**src/rtl/boot_pkg.sv**
```systemverilog
// Shared definitions for the box overlap test pipeline.
// Holds the default coordinate width, register index codes and stage control type.
// No dependencies.
package boot_pkg;

  // Default width of every coordinate, signed Q8.8 at 16 bits
  localparam int unsigned CoordWidthDef = 16;

  // Configuration register file
  localparam int unsigned NumRegs = 6;
  localparam int unsigned RegIdxW = 3;

  typedef enum logic [RegIdxW-1:0] {
    REG_MIN_X = 3'd0,
    REG_MIN_Y = 3'd1,
    REG_MIN_Z = 3'd2,
    REG_MAX_X = 3'd3,
    REG_MAX_Y = 3'd4,
    REG_MAX_Z = 3'd5
  } reg_idx_e;

  // Dimensions and oriented-box axes
  localparam int unsigned NumDims = 3;
  localparam int unsigned NumAxes = 3;

  // Control that travels with an item once the box-axis test is settled
  typedef struct packed {
    logic valid;
    logic box_sep;
  } pipe_ctl_t;

endpackage

```
**src/rtl/boot_prep.sv**
```systemverilog
// Stage 1: doubled half sizes, doubled centre offsets and box-axis extent sums.
// Depends on boot_pkg.
module boot_prep #(
  parameter int unsigned W = boot_pkg::CoordWidthDef
) (
  input  logic                clk_i,
  input  logic                rst_ni,
  input  logic                valid_i,
  output logic                ready_o,
  input  logic signed [W-1:0] box_min_i [boot_pkg::NumDims],
  input  logic signed [W-1:0] box_max_i [boot_pkg::NumDims],
  input  logic signed [W-1:0] center_i  [boot_pkg::NumDims],
  input  logic signed [W-1:0] ax_i      [boot_pkg::NumAxes*boot_pkg::NumDims],
  output logic                valid_o,
  input  logic                ready_i,
  output logic signed [W-1:0] ax_o      [boot_pkg::NumAxes*boot_pkg::NumDims],
  output logic signed [W:0]   ext2_o    [boot_pkg::NumDims],
  output logic signed [W+1:0] off2_o    [boot_pkg::NumDims],
  output logic signed [W+3:0] box_lhs_o [boot_pkg::NumDims]
);
  import boot_pkg::*;

  localparam int unsigned ExtW = W + 1;
  localparam int unsigned OffW = W + 2;
  localparam int unsigned BoxW = W + 4;

  logic                   valid_q;
  logic signed [W-1:0]    ax_q      [NumAxes*NumDims];
  logic signed [ExtW-1:0] ext2_d    [NumDims];
  logic signed [ExtW-1:0] ext2_q    [NumDims];
  logic signed [OffW-1:0] off2_d    [NumDims];
  logic signed [OffW-1:0] off2_q    [NumDims];
  logic signed [BoxW-1:0] box_lhs_d [NumDims];
  logic signed [BoxW-1:0] box_lhs_q [NumDims];

  assign ready_o = !valid_q || ready_i;

  // Per dimension: (max - min), (2c - min - max), 2*sum|axis comp| + (max - min)
  always_comb begin
    logic signed [OffW-1:0] lo_e;
    logic signed [OffW-1:0] hi_e;
    logic signed [OffW-1:0] c_e;
    logic        [W-1:0]    mag;
    logic signed [BoxW-1:0] msum;
    for (int k = 0; k < NumDims; k++) begin
      lo_e = OffW'(box_min_i[k]);
      hi_e = OffW'(box_max_i[k]);
      c_e  = OffW'(center_i[k]);
      ext2_d[k] = ExtW'(hi_e - lo_e);
      off2_d[k] = (c_e <<< 1) - lo_e - hi_e;
      msum = '0;
      for (int a = 0; a < NumAxes; a++) begin
        // magnitude of the most negative value still fits W unsigned bits
        mag  = ax_i[a*NumDims+k][W-1] ? W'(-ax_i[a*NumDims+k]) : W'(ax_i[a*NumDims+k]);
        msum = msum + $signed(BoxW'(mag));
      end
      box_lhs_d[k] = (msum <<< 1) + BoxW'(ext2_d[k]);
    end
  end

  // Stage valid
  always_ff @(posedge clk_i or negedge rst_ni) begin
    if (!rst_ni) begin
      valid_q <= 1'b0;
    end else if (ready_o) begin
      valid_q <= valid_i;
    end
  end

  // Stage payload
  always_ff @(posedge clk_i) begin
    if (valid_i && ready_o) begin
      ax_q      <= ax_i;
      ext2_q    <= ext2_d;
      off2_q    <= off2_d;
      box_lhs_q <= box_lhs_d;
    end
  end

  assign valid_o   = valid_q;
  assign ax_o      = ax_q;
  assign ext2_o    = ext2_q;
  assign off2_o    = off2_q;
  assign box_lhs_o = box_lhs_q;

endmodule

```
**config.mk**
```make
export PLATFORM = sky130hd
export DESIGN_NAME = boot_prep
export DESIGN_NICKNAME = d
export VERILOG_FILES = /design/src/rtl/boot_pkg.sv /design/src/rtl/boot_prep.sv
export SDC_FILE = /design/constraint.sdc
export NUM_CORES = 1
export LEC_CHECK = 0
export ABC_AREA = 1
export BUFFER_PORTS_ARGS = -buffer_cell sky130_fd_sc_hd__buf_2
export CORE_MARGIN = 2
export CORE_UTILIZATION = 42
export DETAILED_ROUTE_END_ITERATION = 6
export PLACE_DENSITY = 0.72
export SKIP_LAST_GASP = 1
export SLEW_MARGIN = 20
export SYNTH_ARGS = -nofsm -noshare
export SYNTH_HDL_FRONTEND = slang
export SYNTH_SLANG_ARGS = --single-unit
```
**constraint.sdc**
```tcl
create_clock -name clk_i -period 15.6 [get_ports clk_i]
set_clock_uncertainty 0.2 [all_clocks]
set_input_delay 0.78 -clock clk_i [delete_from_list [all_inputs] [get_ports clk_i]]
set_output_delay 0.78 -clock clk_i [all_outputs]
set_load 0.01 [all_outputs]
```
Word level (Yosys, flattened, before mapping):

Index checks and enable logic that the tools add are counted.

* input port bits: 292
* flip-flop bits (word level): 310
* bits in writable memories: 0
* bits in read-only memories: 0
* memories kept: 0
* output and inout bits: 311
* latch bits: 0
* word-level logic and storage cells: 58

* order comparisons: 0
* div/mod/pow operators: 0
* equal/unequal tests: 0
* bitwise logic cells: 0
* shift-type cells: 0
* reductions and logical operators: 3
* $mul: 0
* add/subtract/negate cells: 27
* multiplexer cells: 9

Operators with widths (number)
* 16-bit two-way mux: 9
* 16-bit negator: 9
* 20-bit by 17-bit adder with 20-bit output: 3
* 17-bit by 16-bit adder with 18-bit output: 3
* 17-bit by 16-bit subtractor with 18-bit output: 3
* 18-bit by 16-bit subtractor with 18-bit output: 3
* 16-bit by 16-bit adder with 17-bit output: 3
* 16-bit by 16-bit subtractor with 17-bit output: 3
* 1-bit logical AND: 1
* 1-bit zero test: 1
* 1-bit logical OR: 1

Depth between registers and ports, before layout:

* word-level depth: 5
* depth in mapped cells: 29
* gate-level depth less buffers: 29

Worst setup path after synthesis:

Ideal clock, no wire load.

* path kind: input port to flip-flop
* start point: input valid_i
* end point: register ax_q, in the netlist ax_o[0], enable pin
* path slack: -1.161 ns
* data required time: 14.324 ns
* setup time: 1.076 ns
* stages: 2
* data arrival time: 15.486 ns
* buffers on the path: 0
* cells stage by stage: inv_1 > a21oi_1

* cells in the longest elaborated chain, start to end: 1

Ends and longest elaborated chain
* start: declaration: RTL line boot_prep.sv:8 `input logic valid_i,`
* 1-bit logical AND: RTL line boot_prep.sv:72 `if (valid_i && ready_o) begin`
* end signal: assignment: RTL line boot_prep.sv:73 `ax_q <= ax_i;`
* end: declaration: RTL line boot_prep.sv:28 `logic signed [W-1:0] ax_q [NumAxes*NumDims];`

No other way between the ends.
A chain may end at the register's enable or synchronous reset.

==> metrics.md <==
| Metric | Value |
|---|---|
| Type of the worst setup path | `input port to register` |
| Relative slew slack | `31.8%` |
| Worst slew pin tran | `1020 ps` |
| Final setup TNS | `0 ps` |
| Routed WL | `approximately 74000 µm` |
| I/O Pins | `around 600` |
| Hold Slack | `218 ps` |
| Slowest CP cell | `fa_1` |
| PwrDens | `~140 nW/µm²` |
| Root Buffer | `clkbuf_16` |
| CTS H-tree depth | `2` |
| Fmax | `about 210 MHz` |
| Initial core utilization | `42.2%` |
| Row cnt | `92` |
| Critical Path RT | `15700 ps` |
| Placed cells | `4600` |
| TritonCTS clock tree | `done` |
| Final setup vio count | `0` |
| Final hold violations | `0` |
| WP data arrival | `4770 ps` |
| Number of flops mapped to enable cells by yosys | `around 310` |
| Via-to-Cell Ratio | `4.88` |
| DPL Wire Length | `61800 µm` |
| Yosys warns | `0` |
| Final min period | `about 4700 ps` |
| HP Class | `input port to register` |
| Clock transition at the registers of the reported paths | `60 ps` |
| Setup WS post-layout | `around 11000 ps` |
| Place WS | `roughly 10000 ps` |
| P_leak | `between 15 and 20 nW` |
| Total global routing overflow | `0` |
| Placed Area | `30500 µm²` |
| Clock latency on the worst-skew pair | `around 530 ps` |
| Most frequent CP cell | `nand2_1` |
| Die Wd | `approximately 260 µm` |
| Seq/Total Area, Yosys | `34.8%` |
| Initial antenna violation count | `4` |
| Post_cts resized | `0` |
| WL/cell | `between 15 and 20 µm` |
| First-pass GRT wire length | `112000 µm` |
| Outcome | `complete, no violations` |
| Syn_area_per_cell | `between 8 and 9 µm²` |
| CTS max path bufs | `3` |
| Drt first pass iters | `6` |
| Crit Path Max Fanout | `5` |
| Max-cap violations | `0` |
| Synth Register Bits | `307` |
| Share of cells above drive strength 1 | `around a fifth` |
| Final Core Density | `~50%` |
| Vias | `22773` |
| Drt drc | `0` |
| Syn nets | `approximately 3800` |
| Total power | `about 4.5 mW` |
| Mapped Area | `26500 µm²` |
| Drt first-iter violations | `~1300` |
| RSZ-0062 raised after global routing | `no` |
| CTS Buf Count | `37` |
| Vias in the first global route | `between 20000 and 25000` |
| Post-route ant nets | `0` |
| Crit-path max cell delay | `a little over 500 ps` |
| RD Place Congestion | `about 0.98` |
| CP endpoint kind | `register` |
| Die height | `between 200 and 300 µm` |
| Largest net degree at the start of global routing | `161` |
| CP startpoint kind | `input port` |
| Synth Instances | `3162` |
| # hold bufs at CTS | `1` |
| Core ar. | `~63000 µm²` |
| Post-CTS Setup Inserts | `0` |
| Peak supply drop | `0.0930 mV` |
| Yosys cell types | `46` |
| Most common flop cell mapped by yosys | `edfxtp_1` |
| Max-slew violation count | `0` |
| Die Area | `65100 µm²` |
| IO Port Bufs | `around 600` |
| Final period util | `between 20% and 30%` |
| Global Route Usage Sum | `a little over a fifth` |
| Design Area, Final | `about 32000 µm²` |
| Post-route insts no fill | `~4700` |
| CTS sink cnt | `around 310` |
| Area Growth Syn to Fin | `19.9%` |
| Nets@finish | `4447` |
| Async SR Flop Fraction | `less than 1%` |
[critical path, delay by kind of cell]
kind                     cells  cell delay (ps)
adder cells (fa/ha/maj)      3             1210
AO/OA/AOI/OAI                1              300
XOR/XNOR                     1              160
AND/OR/NAND/NOR             18             2050
buffers and inverters        3              240
[layout by cell type (no fill, tap or decap), types with 18 or more instances in the layout]
cell type  count
ha_1         256
buf_2        602
o21ai_0       60
clkbuf_16     38
a21oi_1      181
o21bai_1      26
edfxtp_1     306
nand3b_1      18
nand3_1      184
inv_1        612
nand2_1      679
nand4_1       42
xnor2_1       49
nor3_1        33
xor2_1       185
nor2_1       261
a21o_1        25
fa_1         105
[path summary, 6_finish.rpt]
path                            endpoint      from  slack, ps  cells after the start
setup / recovery           box_lhs_o[18]  ax_i[99]      10930                     26
hold / removal                  ax_o[29]  ax_i[29]        220                      1
setup reg to reg           box_lhs_o[26]   valid_o      11760                      4
hold reg to reg                  valid_o   valid_o        390                      2
max in group asynchronous        valid_o    rst_ni      14750                      2
min in group asynchronous        valid_o    rst_ni        370                      2
[power breakdown]
group / internal (mW) / switching (mW)
logic: 0.895 / 1.57
clock network: 0.501 / 0.358
registers: 1.16 / 0.0429
total: 2.56 / 1.97
[layout make-up]
type | instances | area [µm²]
well taps | 846 | 1060
multi-input cells | 2223 | 14900
repair buffers | 606 | 3060
flip-flops and latches | 307 | 9210
clock inverters | 22 | 223
diodes | 1 | 2.50
clock buffers | 45 | 977
inverters | 619 | 2320
fillers | 5910 | 31000
[metal layers]
layer | part of all wire (%) | track usage (%) | routed length [µm]
met1 | 41 | 26.9 | 30300
met2 | 48 | 37.6 | 35200
met3 | 7.1 | 4.69 | 5260
met4 | 3.9 | 8.77 | 2900
met5 | 0.056 | 0 | 41
[cells in the mapped netlist (all sizes together) (11+ instances only)]
| library cell | count | area, µm² |
|---|---|---|
| nand4 | 44 | 288 |
| nand3b | 19 | 155 |
| xor2 | 185 | 1620 |
| o21bai | 26 | 195 |
| xnor2 | 49 | 429 |
| nand3 | 186 | 941 |
| inv | 619 | 2320 |
| a21o | 25 | 188 |
| o21ai | 76 | 429 |
| a31oi | 11 | 68.8 |
| fa | 105 | 2100 |
| nor2 | 273 | 1060 |
| nor3 | 39 | 244 |
| nand2 | 689 | 2610 |
| a21oi | 188 | 971 |
| ha | 256 | 3200 |
| edfxtp | 306 | 9190 |
[sequential cells by signal, summed over array words and instances, names as in the netlist]
name,cells
box_lhs_o,60
ax_o,144
valid_o,1
off2_o,54
ext2_o,48
[cells by family after synthesis]
family,synth area share (%)
AND/OR/NAND/NOR,20.6
buffers and inverters,9.03
adder cells (fa/ha/maj),20.0
AO/OA/AOI/OAI,7.80
flip-flops,34.8
XOR/XNOR,7.74
(Power assumes the default switching activity.)
